`src/dcmm_pkg.sv`:
```
`default_nettype none
// ----------------------------------------------------------------------------
// dcmm_pkg
// Shared types, constants and the transition function for the drive
// command motor mixer.
// ----------------------------------------------------------------------------
package dcmm_pkg;

    localparam int unsigned SPEED_W  = 16;
    localparam int unsigned STATE_W  = 4;
    localparam int unsigned BYTE_W   = 8;
    localparam int unsigned CFG_IDX_W = 2;

    // motion state codes as seen on the output
    typedef enum logic [STATE_W-1:0] {
        MODE_STOP  = 4'd0,
        MODE_FWD   = 4'd1,
        MODE_BACK  = 4'd2,
        MODE_LEFT  = 4'd3,
        MODE_RIGHT = 4'd4,
        MODE_LF    = 4'd5,
        MODE_LB    = 4'd6,
        MODE_RF    = 4'd7,
        MODE_RB    = 4'd8
    } motion_mode_t;

    // command characters
    localparam logic [BYTE_W-1:0] CMD_STOP        = 8'h30;
    localparam logic [BYTE_W-1:0] CMD_ADD_LEFT    = 8'h31;
    localparam logic [BYTE_W-1:0] CMD_ADD_RIGHT   = 8'h32;
    localparam logic [BYTE_W-1:0] CMD_ADD_FWD     = 8'h33;
    localparam logic [BYTE_W-1:0] CMD_ADD_BACK    = 8'h34;
    localparam logic [BYTE_W-1:0] CMD_CANCEL_LEFT  = 8'h35;
    localparam logic [BYTE_W-1:0] CMD_CANCEL_RIGHT = 8'h36;
    localparam logic [BYTE_W-1:0] CMD_CANCEL_FWD   = 8'h37;
    localparam logic [BYTE_W-1:0] CMD_CANCEL_BACK  = 8'h38;

    // configuration register indexes
    localparam logic [CFG_IDX_W-1:0] REG_SLOW_SPEED     = 2'd0;
    localparam logic [CFG_IDX_W-1:0] REG_BASE_SPEED     = 2'd1;
    localparam logic [CFG_IDX_W-1:0] REG_STEERING_SPEED = 2'd2;

    // reset speeds: 0.3, 0.35 and 0.8 of full scale
    localparam logic [SPEED_W-1:0] SLOW_SPEED_RST     = 16'd19660;
    localparam logic [SPEED_W-1:0] BASE_SPEED_RST     = 16'd22937;
    localparam logic [SPEED_W-1:0] STEERING_SPEED_RST = 16'd52428;

    function automatic motion_mode_t next_mode(input motion_mode_t m,
                                               input logic [BYTE_W-1:0] cmd);
        motion_mode_t n;
        n = m;
        case (cmd)
            CMD_STOP:      n = MODE_STOP;
            CMD_ADD_LEFT:  n = (m == MODE_FWD) ? MODE_LF :
                               ((m == MODE_BACK) ? MODE_LB : MODE_LEFT);
            CMD_ADD_RIGHT: n = (m == MODE_FWD) ? MODE_RF :
                               ((m == MODE_BACK) ? MODE_RB : MODE_RIGHT);
            CMD_ADD_FWD:   n = (m == MODE_LEFT) ? MODE_LF :
                               ((m == MODE_RIGHT) ? MODE_RF : MODE_FWD);
            CMD_ADD_BACK:  n = (m == MODE_LEFT) ? MODE_LB :
                               ((m == MODE_RIGHT) ? MODE_RB : MODE_BACK);
            CMD_CANCEL_LEFT:  n = (m == MODE_LF) ? MODE_FWD :
                                  ((m == MODE_LB) ? MODE_BACK : MODE_STOP);
            CMD_CANCEL_RIGHT: n = (m == MODE_RF) ? MODE_FWD :
                                  ((m == MODE_RB) ? MODE_BACK : MODE_STOP);
            CMD_CANCEL_FWD:   n = (m == MODE_LF) ? MODE_LEFT :
                                  ((m == MODE_RF) ? MODE_RIGHT : MODE_STOP);
            CMD_CANCEL_BACK:  n = (m == MODE_LB) ? MODE_LEFT :
                                  ((m == MODE_RB) ? MODE_RIGHT : MODE_STOP);
            default:       n = m;
        endcase
        return n;
    endfunction

endpackage
`default_nettype wire

```
`src/drive_command_motor_mixer_core.sv`:
```
`default_nettype none
// ----------------------------------------------------------------------------
// drive_command_motor_mixer_core
// Turns command bytes into a motion state and eight motor duty values.
// ----------------------------------------------------------------------------
// usage
//   input channel : in_valid / in_ready, one command byte per beat
//   output channel: out_valid / out_ready, motion state plus forward and
//                   reverse duty for four motors, one beat per input beat
//   config port   : cfg_write / cfg_index / cfg_data, writes take effect at
//                   the clock edge; index 0 slow, 1 base, 2 steering speed,
//                   index 3 is ignored; write only while the block is idle
// pipeline and throughput
//   a result passes the byte stage, which applies the transition, and then
//   the result register, which holds the duty select
//   one beat per cycle sustained while out_ready stays high
// reset
//   motion state returns to stop, speeds to their defaults, both stages empty
// stall
//   when out_ready is low the result register holds; the byte stage can
//   still take one more beat, after which in_ready drops until space frees
// ----------------------------------------------------------------------------
module drive_command_motor_mixer_core (
    input  wire logic                             clk,
    input  wire logic                             rst_n,
    // command input
    input  wire logic                             in_valid,
    output logic                                  in_ready,
    input  wire logic [dcmm_pkg::BYTE_W-1:0]      received_byte,
    // result output
    output logic                                  out_valid,
    input  wire logic                             out_ready,
    output logic [dcmm_pkg::STATE_W-1:0]          motion_state,
    output logic [dcmm_pkg::SPEED_W-1:0]          m1_fwd_duty,
    output logic [dcmm_pkg::SPEED_W-1:0]          m1_rev_duty,
    output logic [dcmm_pkg::SPEED_W-1:0]          m2_fwd_duty,
    output logic [dcmm_pkg::SPEED_W-1:0]          m2_rev_duty,
    output logic [dcmm_pkg::SPEED_W-1:0]          m3_fwd_duty,
    output logic [dcmm_pkg::SPEED_W-1:0]          m3_rev_duty,
    output logic [dcmm_pkg::SPEED_W-1:0]          m4_fwd_duty,
    output logic [dcmm_pkg::SPEED_W-1:0]          m4_rev_duty,
    // configuration
    input  wire logic                             cfg_write,
    input  wire logic [dcmm_pkg::CFG_IDX_W-1:0]   cfg_index,
    input  wire logic [dcmm_pkg::SPEED_W-1:0]     cfg_data
);

    localparam int unsigned SW = dcmm_pkg::SPEED_W;

    // speed registers
    logic [SW-1:0] slow_speed_reg;
    logic [SW-1:0] base_speed_reg;
    logic [SW-1:0] steering_speed_reg;

    // running motion state, advanced on every accepted byte
    dcmm_pkg::motion_mode_t mode_reg;
    dcmm_pkg::motion_mode_t mode_next;

    // byte stage: holds the state that the accepted byte produced
    logic                   s1_valid_reg;
    dcmm_pkg::motion_mode_t s1_mode_reg;

    // result register
    logic                   out_valid_reg;
    logic [dcmm_pkg::STATE_W-1:0] state_reg;
    logic [SW-1:0]          fwd12_reg;
    logic [SW-1:0]          rev12_reg;
    logic [SW-1:0]          fwd34_reg;
    logic [SW-1:0]          rev34_reg;

    logic          in_accept;
    logic          s1_advance;
    logic [SW-1:0] d12;
    logic [SW-1:0] d34;
    logic          f12;
    logic          f34;
    logic          drive_on;
    logic [SW-1:0] fwd12_next;
    logic [SW-1:0] rev12_next;
    logic [SW-1:0] fwd34_next;
    logic [SW-1:0] rev34_next;

    // handshake: result register frees when empty or taken
    assign s1_advance = s1_valid_reg && (!out_valid_reg || out_ready);
    assign in_ready   = !s1_valid_reg || s1_advance;
    assign in_accept  = in_valid && in_ready;

    // transition on the incoming byte; other bytes keep the state
    assign mode_next = dcmm_pkg::next_mode(mode_reg, received_byte);

    // speed registers, index 3 falls through untouched
    always_ff @(posedge clk or negedge rst_n)
    begin
        if (!rst_n)
        begin
            slow_speed_reg     <= dcmm_pkg::SLOW_SPEED_RST;
            base_speed_reg     <= dcmm_pkg::BASE_SPEED_RST;
            steering_speed_reg <= dcmm_pkg::STEERING_SPEED_RST;
        end
        else if (cfg_write)
        begin
            case (cfg_index)
                dcmm_pkg::REG_SLOW_SPEED:     slow_speed_reg     <= cfg_data;
                dcmm_pkg::REG_BASE_SPEED:     base_speed_reg     <= cfg_data;
                dcmm_pkg::REG_STEERING_SPEED: steering_speed_reg <= cfg_data;
                default: ;
            endcase
        end
    end

    // motion state and byte stage
    always_ff @(posedge clk or negedge rst_n)
    begin
        if (!rst_n)
        begin
            mode_reg     <= dcmm_pkg::MODE_STOP;
            s1_valid_reg <= 1'b0;
        end
        else
        begin
            if (in_accept)
            begin
                mode_reg <= mode_next;
            end
            if (in_accept)
            begin
                s1_valid_reg <= 1'b1;
            end
            else if (s1_advance)
            begin
                s1_valid_reg <= 1'b0;
            end
        end
    end

    always_ff @(posedge clk)
    begin
        if (in_accept)
        begin
            s1_mode_reg <= mode_next;
        end
    end

    // duty select: front pair (motors 1,2) and rear pair (motors 3,4)
    always_comb
    begin
        d12      = '0;
        d34      = '0;
        f12      = 1'b1;
        f34      = 1'b1;
        drive_on = 1'b1;
        case (s1_mode_reg)
            dcmm_pkg::MODE_FWD:
            begin
                d12 = base_speed_reg;  f12 = 1'b1;
                d34 = base_speed_reg;  f34 = 1'b1;
            end
            dcmm_pkg::MODE_BACK:
            begin
                d12 = base_speed_reg;  f12 = 1'b0;
                d34 = base_speed_reg;  f34 = 1'b0;
            end
            dcmm_pkg::MODE_LEFT:
            begin
                d12 = base_speed_reg;  f12 = 1'b1;
                d34 = base_speed_reg;  f34 = 1'b0;
            end
            dcmm_pkg::MODE_RIGHT:
            begin
                d12 = base_speed_reg;  f12 = 1'b0;
                d34 = base_speed_reg;  f34 = 1'b1;
            end
            dcmm_pkg::MODE_LF:
            begin
                d12 = steering_speed_reg; f12 = 1'b1;
                d34 = slow_speed_reg;     f34 = 1'b1;
            end
            dcmm_pkg::MODE_LB:
            begin
                d12 = slow_speed_reg;     f12 = 1'b0;
                d34 = steering_speed_reg; f34 = 1'b0;
            end
            dcmm_pkg::MODE_RF:
            begin
                d12 = slow_speed_reg;     f12 = 1'b1;
                d34 = steering_speed_reg; f34 = 1'b1;
            end
            dcmm_pkg::MODE_RB:
            begin
                d12 = steering_speed_reg; f12 = 1'b0;
                d34 = base_speed_reg;     f34 = 1'b0;
            end
            default:
            begin
                // stop and unused codes: all channels off
                drive_on = 1'b0;
            end
        endcase

        fwd12_next = (drive_on && f12)  ? d12 : '0;
        rev12_next = (drive_on && !f12) ? d12 : '0;
        fwd34_next = (drive_on && f34)  ? d34 : '0;
        rev34_next = (drive_on && !f34) ? d34 : '0;
    end

    // result register
    always_ff @(posedge clk or negedge rst_n)
    begin
        if (!rst_n)
        begin
            out_valid_reg <= 1'b0;
        end
        else if (s1_advance)
        begin
            out_valid_reg <= 1'b1;
        end
        else if (out_ready)
        begin
            out_valid_reg <= 1'b0;
        end
    end

    always_ff @(posedge clk)
    begin
        if (s1_advance)
        begin
            state_reg <= s1_mode_reg;
            fwd12_reg <= fwd12_next;
            rev12_reg <= rev12_next;
            fwd34_reg <= fwd34_next;
            rev34_reg <= rev34_next;
        end
    end

    // both motors of a pair share one duty
    assign out_valid    = out_valid_reg;
    assign motion_state = state_reg;
    assign m1_fwd_duty  = fwd12_reg;
    assign m1_rev_duty  = rev12_reg;
    assign m2_fwd_duty  = fwd12_reg;
    assign m2_rev_duty  = rev12_reg;
    assign m3_fwd_duty  = fwd34_reg;
    assign m3_rev_duty  = rev34_reg;
    assign m4_fwd_duty  = fwd34_reg;
    assign m4_rev_duty  = rev34_reg;

    // a stop byte always lands the state in stop
    a_stop_cmd: assert property (@(posedge clk) disable iff (!rst_n)
        (in_accept && received_byte == dcmm_pkg::CMD_STOP)
        |=> (mode_reg == dcmm_pkg::MODE_STOP))
        else $error("stop command did not clear motion state");

    // no motor is driven both ways at once
    a_one_direction: assert property (@(posedge clk) disable iff (!rst_n)
        out_valid_reg |-> ((fwd12_reg == '0 || rev12_reg == '0) &&
                           (fwd34_reg == '0 || rev34_reg == '0)))
        else $error("motor driven forward and reverse together");

    // stop state drives nothing
    a_stop_zero: assert property (@(posedge clk) disable iff (!rst_n)
        (out_valid_reg && state_reg == dcmm_pkg::MODE_STOP)
        |-> (fwd12_reg == '0 && rev12_reg == '0 &&
             fwd34_reg == '0 && rev34_reg == '0))
        else $error("nonzero duty in stop state");

    // a held beat in the byte stage is never dropped
    a_s1_hold: assert property (@(posedge clk) disable iff (!rst_n)
        (s1_valid_reg && !s1_advance) |=> s1_valid_reg)
        else $error("byte stage lost a beat");

endmodule
`default_nettype wire
```
`config.mk`:
```
export PLATFORM = sky130hd
export DESIGN_NAME = drive_command_motor_mixer_core
export DESIGN_NICKNAME = d
export VERILOG_FILES = /design/src/dcmm_pkg.sv /design/src/drive_command_motor_mixer_core.sv
export SDC_FILE = /design/constraint.sdc
export NUM_CORES = 1
export LEC_CHECK = 0
export BUFFER_PORTS_ARGS = -buffer_cell sky130_fd_sc_hd__buf_2
export CORE_ASPECT_RATIO = 0.5
export CORE_MARGIN = 10
export CORE_UTILIZATION = 50
export DETAILED_ROUTE_END_ITERATION = 6
export PLACE_DENSITY = 0.77
export SLEW_MARGIN = 10
export SYNTH_ARGS = -nofsm -noshare
export SYNTH_HDL_FRONTEND = slang
export SYNTH_SLANG_ARGS = --single-unit
```
`constraint.sdc`:
```
create_clock -name clk -period 3.16 [get_ports clk]
set_input_delay 0.474 -clock clk [delete_from_list [all_inputs] [get_ports clk]]
set_output_delay 0.474 -clock clk [all_outputs]
set_load 0.1 [all_outputs]
```
==> flow_summary.yaml <==
timing:
  rsz0062_at_grt: "false"
  finalSetupTns_ps: 0
  fin_worst_skew_ps: 11.8
  max_freq_ghz: 0.435
  finalSetupViolations: 0
  min_period_ps: 2300
  maxSlewHeadroom_pct: 44.0
  tightest_slew_ps: 840
  finalHoldViolCount: 0
  slew_viol_final: 0
  finalCritPeriodShare_pct: 72.8
pwr:
  swShare_pct: 38.9
  intPower_uw: 3490
  pwr-share-clk_pct: 32.2
  vdd_drop_max_uv: 380
  p_comb_share_pct: 29.7
  pwr_density_cell_mw_per_mm2: 815
  p_leak_uw: 0.00298
  p_sw_uw: 2230
  power_frac_seq_pct: 38.2
synthesis:
  synth.avg_cell_area_sq_um: 12.6
  synthMuxAreaShare_pct: 9.24
  synth_top_area_cell: "edfxtp_1"
  syn-cell-area_sq_mm: 0.00597
  yosysSeqAreaShare_pct: 59.3
  synth_area_leaders: "edfxtp_1 36%, dfrtp_1 13%, dfstp_2 10%, mux2_2 9.2%, buf_4 8.3%"
  yosysMostFrequentCell: "nor2_1"
  async_flop_share_pct: 42.9
  synth_xor_area_share_pct: 0.733
  synth-compound-area-share_pct: 9.57
  synth_edf_count: 72
  ys_types: 49
  netlist.area_leader.share_pct: 36.2
  ys_top_cells_by_count: "74 x nor2_1, 72 x edfxtp_1, 66 x buf_4"
  yosysWarnings: 0
  synthSimpleGateAreaFrac_pct: 10.6
  synth_fp_nets: 507
  ys_ff_latch: 126
  synthFlopType: "edfxtp_1"
  synth_top_family_by_area: "buffers and inverters"
  synth_fa_ha_area_share_pct: 0
  syn_inst: 476
drt:
  post_drt_wl_per_cell_um: 19.9
  wl_mm: 15.1
  drt_iter0_drc: 356
  drtPass1Iterations: 7
  drc: 1
  drtAntennaViolNets: 0
  viasPerCell: 5.46
  via_count: 4142
critical_path:
  endpoint_kind: "register"
  timing.reg2reg.setup_slack_ps: 860
  critPathTopFamily: "compound AO/OA/AOI/OAI gates"
  r2r-start: "s1_mode_reg[3]$_DFFE_PP_"
  path_max_fanout: 17
  worstPathRequired_ps: 3290
  crit_chain: "nand2b_1 -> buf_4 -> nor2_1 -> buf_4 -> a222oi_1 -> nor2_1"
  path_buf_inv: 2
  critPathArrivalTime_ps: 2430
  reg2reg_depth: 6
  slowest_stage: "a222oi_1"
  start_kind: "register"
  reg2reg_to: "m3_rev_duty[9]$_SDFFCE_PN0P_"
  critPathKind: "reg -> reg"
  max_stage_delay_ps: 550
clocking:
  cts_resized: 0
  cts_sinks: 126
  h-tree-depth: 4
  cts_tree: "done"
  clk_pin_slew_worst_paths_ps: 60
  cts_made_buffers: 17
  cts_root_buf: "clkbuf_16"
  cts_setup_buffers: 0
  ctsHoldBuffers: 0
  clockBufferDepth: 2
  insertion_delay_ps: 410
placement:
  place_congestion: 0.848
  portBuffers: 164
  hpwl_mm: 10.4
  dpl.cell_count: 726
  placed_cell_area_sq_mm: 0.00647
final_layout:
  drive_gt1_share_pct: 46.7
  final_area_sq_mm: 0.00702
  instances_no_fill: 758
  nFillCells: 920
  syn_to_final_growth_pct: 17.5
  n_antenna_cell: 0
  nets: 611
run_status:
  violations: "DRC"
  status: "complete, but fails checks"
die:
  num_io_pins: 165
  start_util_pct: 50.9
  die_area_sq_mm: 0.0170
  dieWidth_um: 175
  core_sq_mm: 0.0117
  fp-row-count: 28
  die_h_um: 97.3
grt:
  antenna_found_initial: 2
  grt_pass1_vias: 4142
  grt_max_degree: 37
  grt_usage_pct: 17.4
  grt.overflow.total: 0
  grt_pass1_wl_mm: 23.6
worst_hold_path:
  hold_class: "in -> async"
flow_run:
  cap_viol_max_count: 0
-- worst max path at each step --
stage / start / depth (start not counted) / slack, ps / to
final: s1_mode_reg[3]$_DFFE_PP_ / 6 / 860 / m3_rev_duty[9]$_SDFFCE_PN0P_
after global routing: s1_mode_reg[3]$_DFFE_PP_ / 6 / 730 / m3_rev_duty[9]$_SDFFCE_PN0P_
after CTS: s1_mode_reg[3]$_DFFE_PP_ / 6 / 880 / m3_rev_duty[9]$_SDFFCE_PN0P_
after detailed placement: s1_mode_reg[3]$_DFFE_PP_ / 6 / 880 / m3_rev_duty[9]$_SDFFCE_PN0P_
after global placement: s1_mode_reg[3]$_DFFE_PP_ / 6 / 920 / m3_rev_duty[9]$_SDFFCE_PN0P_
after floorplan: out_valid$_DFFE_PN0P_ / 2 / 140 / m1_fwd_duty[0]$_SDFFCE_PN0P_
-- cells by family after synthesis --
group | count (synthesis)
buf+inv | 94
xor+xnor | 5
simple gates | 129
compound gates | 73
flops | 126
mux | 49
-- through the flow --
step	total power (uW)	util, %	hold WS (ps)	setup slack (ps)
after floorplan	3700	-	178	138
after global placement	3880	55.1	476	922
after detailed placement	3900	55.1	491	881
after CTS	5750	59.8	176	881
after global routing	5910	59.8	215	727
final	5720	59.8	164	859
-- cell usage in the layout, fill, tap and decap left out, types with 5 or more instances in the layout --
cell	n
dfrtp_1	31
buf_2	164
dfstp_2	23
nor2_1	73
nand2_1	12
clkbuf_1	6
a21oi_1	17
clkbuf_16	17
buf_4	10
a22o_1	16
nand2b_1	7
a222oi_1	16
inv_1	5
mux2_2	49
edfxtp_1	72
nand3b_1	7
-- metal layers --
layer / vias up / wire (um) / track usage, %
li1: 1900 / - / -
met1: 2022 / 6020 / 20.6
met2: 200 / 7400 / 28.6
met3: 18 / 1490 / 6.75
met4: 2 / 170 / 5.63
met5: - / 13 / 0
-- power by group through the flow --
| stage | registers (uW) | logic, uW | clock network (uW) |
|---|---|---|---|
| after floorplan | 2730 | 975 | 0 |
| after global placement | 2200 | 1680 | 0 |
| after detailed placement | 2200 | 1700 | 0 |
| after CTS | 2180 | 1710 | 1860 |
| after global routing | 2210 | 1760 | 1940 |
| final | 2180 | 1700 | 1840 |
-- cell type report --
class	count	area (sq um)	share of cell area, %
flip-flops and latches	126	3540	50.5
multi-input cells	256	1800	25.7
repair buffers	174	896	12.8
clock buffers	24	462	6.58
well taps	165	206	2.94
clock inverters	8	92.6	1.32
inverters	5	18.8	0.267
No activity file was read; power rests on OpenSTA's default activity.
